==> src/sv/bsc_pkg.sv <==
`timescale 1ns / 1ps

package bsc_pkg;

   localparam int CoordWidth = 32;
   localparam int SumWidth   = CoordWidth + 3;

   typedef logic signed [CoordWidth-1:0] coord_type;

   typedef struct packed {
      coord_type x;
      coord_type y;
      coord_type z;
   } vec_type;

   // One item moving between cells: a point plus its end-of-line mark
   typedef struct packed {
      vec_type pos;
      logic    last;
   } point_type;

   // Smooth: floor((a + 6b + c) / 8); mid: floor((b + c) / 2) done as (4b + 4c) / 8
   function automatic coord_type blend_axis(input coord_type a, input coord_type b,
                                            input coord_type c, input logic smooth);
      logic signed [SumWidth-1:0] ea;
      logic signed [SumWidth-1:0] eb;
      logic signed [SumWidth-1:0] ec;
      logic signed [SumWidth-1:0] sum;
      ea = {{3{a[CoordWidth-1]}}, a};
      eb = {{3{b[CoordWidth-1]}}, b};
      ec = {{3{c[CoordWidth-1]}}, c};
      if (smooth) begin
         sum = ea + (eb <<< 2) + (eb <<< 1) + ec;
      end else begin
         sum = (eb <<< 2) + (ec <<< 2);
      end
      return sum[SumWidth-1:3];
   endfunction

   function automatic vec_type blend(input vec_type a, input vec_type b, input vec_type c,
                                     input logic smooth);
      vec_type r;
      r.x = blend_axis(a.x, b.x, c.x, smooth);
      r.y = blend_axis(a.y, b.y, c.y, smooth);
      r.z = blend_axis(a.z, b.z, c.z, smooth);
      return r;
   endfunction

endpackage

==> src/sv/bsc_cell.sv <==
`timescale 1ns / 1ps

// One subdivision pass. Holds one incoming item and emits its 1 to 4 refined
// items, one per cycle while out_stall is low, into a registered output stage.
module bsc_cell (
   input  logic                 clock,
   input  logic                 reset,
   input  logic                 active,
   input  logic                 in_valid,
   output logic                 in_stall,
   input  bsc_pkg::point_type   in_point,
   output logic                 out_valid,
   input  logic                 out_stall,
   output bsc_pkg::point_type   out_point
);

   logic                buf_valid_ff;
   bsc_pkg::point_type  buf_ff;
   logic [1:0]          phase_ff;
   logic [1:0]          phase_in;
   logic                out_valid_ff;
   bsc_pkg::point_type  out_ff;
   bsc_pkg::vec_type    older_ff;
   bsc_pkg::vec_type    newer_ff;
   logic [1:0]          seen_ff;

   logic                out_free;
   logic                fire;
   logic                done;
   logic [1:0]          last_phase;
   logic                first_of_line;
   bsc_pkg::vec_type    op_a;
   bsc_pkg::vec_type    op_b;
   bsc_pkg::vec_type    op_c;
   logic                smooth;
   bsc_pkg::point_type  result;

   assign out_free      = !out_valid_ff || !out_stall;
   assign fire          = buf_valid_ff && out_free;
   assign first_of_line = (seen_ff == 2'd0);

   // Items emitted per input minus one
   always_comb begin
      if (!active) begin
         last_phase = 2'd0;
      end else if (first_of_line) begin
         last_phase = buf_ff.last ? 2'd2 : 2'd0;
      end else begin
         last_phase = buf_ff.last ? 2'd3 : 2'd1;
      end
   end

   assign done     = fire && (phase_ff == last_phase);
   assign in_stall = buf_valid_ff && !done;

   // Operand selection per phase; a lone first point blends with itself
   always_comb begin
      op_a   = buf_ff.pos;
      op_b   = buf_ff.pos;
      op_c   = buf_ff.pos;
      smooth = 1'b1;
      if (active && !first_of_line) begin
         unique case (phase_ff)
            2'd0: begin
               op_a = (seen_ff == 2'd1) ? newer_ff : older_ff;
               op_b = newer_ff;
            end
            2'd1: begin
               op_b   = newer_ff;
               smooth = 1'b0;
            end
            2'd2: begin
               op_a = newer_ff;
            end
            2'd3: begin
               smooth = 1'b0;
            end
            default: begin
               smooth = 1'b1;
            end
         endcase
      end
   end

   always_comb begin
      result.pos  = bsc_pkg::blend(op_a, op_b, op_c, smooth);
      result.last = buf_ff.last && (phase_ff == last_phase);
   end

   assign phase_in = done ? 2'd0 : (fire ? phase_ff + 2'd1 : phase_ff);

   // Control
   always_ff @(posedge clock) begin
      if (reset) begin
         buf_valid_ff <= 1'b0;
         phase_ff     <= 2'd0;
         out_valid_ff <= 1'b0;
         seen_ff      <= 2'd0;
         older_ff     <= '0;
         newer_ff     <= '0;
      end else begin
         phase_ff <= phase_in;
         if (in_valid && !in_stall) begin
            buf_valid_ff <= 1'b1;
         end else if (done) begin
            buf_valid_ff <= 1'b0;
         end
         if (fire) begin
            out_valid_ff <= 1'b1;
         end else if (!out_stall) begin
            out_valid_ff <= 1'b0;
         end
         // Line history advances once the item is fully emitted
         if (done && active) begin
            older_ff <= newer_ff;
            newer_ff <= buf_ff.pos;
            if (buf_ff.last) begin
               seen_ff <= 2'd0;
            end else begin
               seen_ff <= first_of_line ? 2'd1 : 2'd2;
            end
         end
      end
   end

   // Payload
   always_ff @(posedge clock) begin
      if (in_valid && !in_stall) begin
         buf_ff <= in_point;
      end
      if (fire) begin
         out_ff <= result;
      end
   end

   assign out_valid = out_valid_ff;
   assign out_point = out_ff;

endmodule
==> config.mk <==
export PLATFORM = sky130hd
export DESIGN_NAME = bsc_cell
export DESIGN_NICKNAME = d
export VERILOG_FILES = /design/src/sv/bsc_pkg.sv /design/src/sv/bsc_cell.sv
export SDC_FILE = /design/constraint.sdc
export NUM_CORES = 2
export LEC_CHECK = 0
export BUFFER_PORTS_ARGS = -buffer_cell sky130_fd_sc_hd__clkbuf_2
export CAP_MARGIN = 20
export CORE_ASPECT_RATIO = 1.4
export CORE_MARGIN = 2
export CORE_UTILIZATION = 60
export DETAILED_ROUTE_END_ITERATION = 10
export PLACE_DENSITY_LB_ADDON = 0.12
export SKIP_LAST_GASP = 1
export SYNTH_ARGS = -nofsm -noshare
export SYNTH_HDL_FRONTEND = slang
export SYNTH_SLANG_ARGS = --single-unit
==> constraint.sdc <==
create_clock -name clock -period 9.1 [get_ports clock]
set_input_delay 2.275 -clock clock [delete_from_list [all_inputs] [get_ports clock]]
set_output_delay 2.275 -clock clock [all_outputs]
set_load 0.02 [all_outputs]
==> qor.txt <==
Synth Instances = 3533
Post-DP HPWL = 62000 um
CP Max Fanout = 35
Routed WL = 82800 um
CP Launch Type = input port
R2r endpoint = out_point[58]
Worst setup endpoint = out_point[30]
Max IR drop VDD = 0.000203 V
Final WS setup = 1.61 ns
Maximum clock insertion buffer count = 3
Syn Area/Cell = 8.82 um2
Dpl ws = 1.06 ns
H-tree depth = 2
Commonest non-fill, non-tap cells in the layout = nand2_1, inv_1, a21oi_1
DIE AREA = 53800 um2
Period utilisation layout = 82.3%
First-pass GRT wire length = 131000 um
Data arrival, critical path = 7.81 ns
IO Count = 201
WS Path Type = in2reg
Top delay family on crit path = compound AO/OA/AOI/OAI gates
Initial antenna violation count = 0
Top FF cell, synth = dfxtp_1
Status = finished, final reports clean
Core Area = 51300 um2
Critical path's largest stage delay = 0.71 ns
Max frequency = 0.134 GHz
Hold Vio Cnt, Final = 0
Die width = 197 um
Yosys warning count = 0
Pleak = 0.0152 uW
Number of clock sinks = 392
DRC errors left = 0
Core Util, Final = 66.7%
Antenna Cells = 0
Final Max Tran Viols = 0
Cell Rows = 98
Postcts setup bufs = 0
Synth Net Count = 4029
CTS Hold Bufs = 0
Clk_skew = 0.0199 ns
Wirelength per Cell = 19.1 um
Worst Tran Pin Value = 1.10 ns
Gp weighted congestion = 0.986
Commonest non-fill, non-tap cell in the layout = nand2_1
Post-route setup TNS = 0 ns
Worst-path clk slew = 0.06 ns
Largest net degree at the start of global routing = 116
R2R depth = 21
WP data required = 9.43 ns
Area Growth Syn to Fin = 9.69%
Via count = 25900
EDFF count, synth = 194
Slew headroom = 26.7%
CTS tree = yes
Final ANT Viol Nets = 0
Total track usage = 30.5%
1st-iter DRT viols = 1735
Fin nets = 4148
DRT Pass-1 Iters = 8
Power Density = 233 nW/um2
Clock period minus worst slack = 7.49 ns
Worst Hold Class = reg2reg
Worst reg-to-reg setup slack = 2.43 ns
Instance count on the critical path = 20
Initial Utilization = 60.8%
Crit path buf inv count = 2
Die span in y = 274 um
Skew-Pair Late Insertion Delay = 0.59 ns
Number of distinct library cells after synthesis = 76
Vias in the first global route = 26000
Via-per-instance ratio = 5.97
# Max-Cap Violations = 0
Sequential share of the synthesized area = 31.4%
Fraction of registers with async set/reset = 0%
CP Cell Sequence = clkbuf_2 -> nor2b_1 -> buf_4 -> o21a_2 -> o21ai_0 -> fa_1 -> fa_1 -> nor2_1 -> nand2_1 -> fa_1 -> nor2b_1 -> o21ai_0 -> a21o_1 -> a21oi_1 -> o211ai_1 -> a21oi_1 -> o41ai_1 -> a21oi_1 -> xnor2_1 -> mux2i_1
Total Power = 7970 uW
Port Buf Inserts = 200
CTS root buffer = clkbuf_16
PostCTS Resize Cnt = 0
Flops & latches, synth = 392
CTS Buf Count = 42
CP endpoint kind = flip-flop
GRT Residual Overflow = 0
Final setup vio count = 0
Critical path origin = active
Post-Synthesis Cell Area = 31200 um2
RSZ-0062 raised after global routing = no
Layout cells sized above 1 = 10.6%
Slowest-stage cell, CP = o21a_2
RR Startpoint = phase_ff[1]
==> report_power, final <==
part           internal [uW]  switching (uW)
Clock                   1050             783
Sequential              2220             125
Combinational           1530            2260
Total                   4810            3170
==> layer usage <==
layer	up-vias	wire, um	global-route usage, %	part of all wire (%)
li1	12400	-	-	-
met1	12500	31200	33.9	38
met2	781	43900	57.4	53
met3	216	3420	3.15	4.1
met4	0	4370	15.7	5.3
met5	-	0	0	0
==> cell type report <==
type,instances,area [um2]
timing repair buffer,223,1220
clock inverter,28,297
inverter,434,1630
multi-input combinational,2559,19300
sequential,392,9790
fill,4254,17100
tap,650,813
clock buffer,50,1170
==> logic make-up after synthesis <==
| kind of cell | Yosys count | synth area share (%) |
|---|---|---|
| adder cells (fa/ha/maj) | 394 | 20.6 |
| multiplexers | 118 | 4.01 |
| XOR/XNOR | 157 | 4.41 |
| flip-flops | 392 | 31.4 |
| AO/OA/AOI/OAI | 970 | 19.9 |
| AND/OR/NAND/NOR | 920 | 12.6 |
| buffers and inverters | 582 | 7.04 |
==> worst min-delay path, cell delays in order (launching register included) <==
cell     delay [ns]
dfxtp_1        0.31
nand2_1        0.05
a21oi_1        0.05
==> state kept, by name (all words and copies together), names as in the netlist <==
| signal | flops |
|---|---|
| buf_ff | 97 |
| buf_valid_ff | 1 |
| newer_ff | 96 |
| older_ff | 96 |
| out_point | 97 |
| out_valid | 1 |
| phase_ff | 2 |
| seen_ff | 2 |
==> worst min-delay path by stage <==
stage,from,end,slack [ns],cells after the start
final,older_ff[81],older_ff[81],0.45,2
after global routing,older_ff[78],older_ff[78],0.47,2
after CTS,older_ff[33],older_ff[33],0.46,2
after detailed placement,older_ff[33],older_ff[33],0.45,2
after global placement,older_ff[61],older_ff[61],0.44,2
after floorplan,older_ff[0],older_ff[0],0.44,2
==> through the flow <==
step / hold WS (ns) / instance area, um2 / instances
3_3_place_gp: 0.442 / 32700 / 4257
3_5_place_dp: 0.447 / 32700 / 4257
6_report: 0.454 / 34200 / 4336
5_1_grt: 0.472 / 34200 / 4336
4_1_cts: 0.455 / 34200 / 4335
2_1_floorplan: 0.436 / 31200 / 3533
==> synthesized netlist by cell type, drive strengths merged (32+ instances only) <==
cell type  instances  area [um2]
o21ai            173         873
dfxtp            198        3960
edfxtp           194        5830
a21oi            394        1980
fa               198        3960
o21a              36         270
a221o             44         440
nand3             32         160
mux2              54         608
ha               196        2450
nor3              33         165
a221oi            51         453
clkbuf           118         443
xnor2             94         823
nand2            510        1910
inv              434        1630
xor2              63         552
nor2             202         758
a21o              99         743
mux2i             64         641
Note: power is estimated with default switching activity, not from simulation.
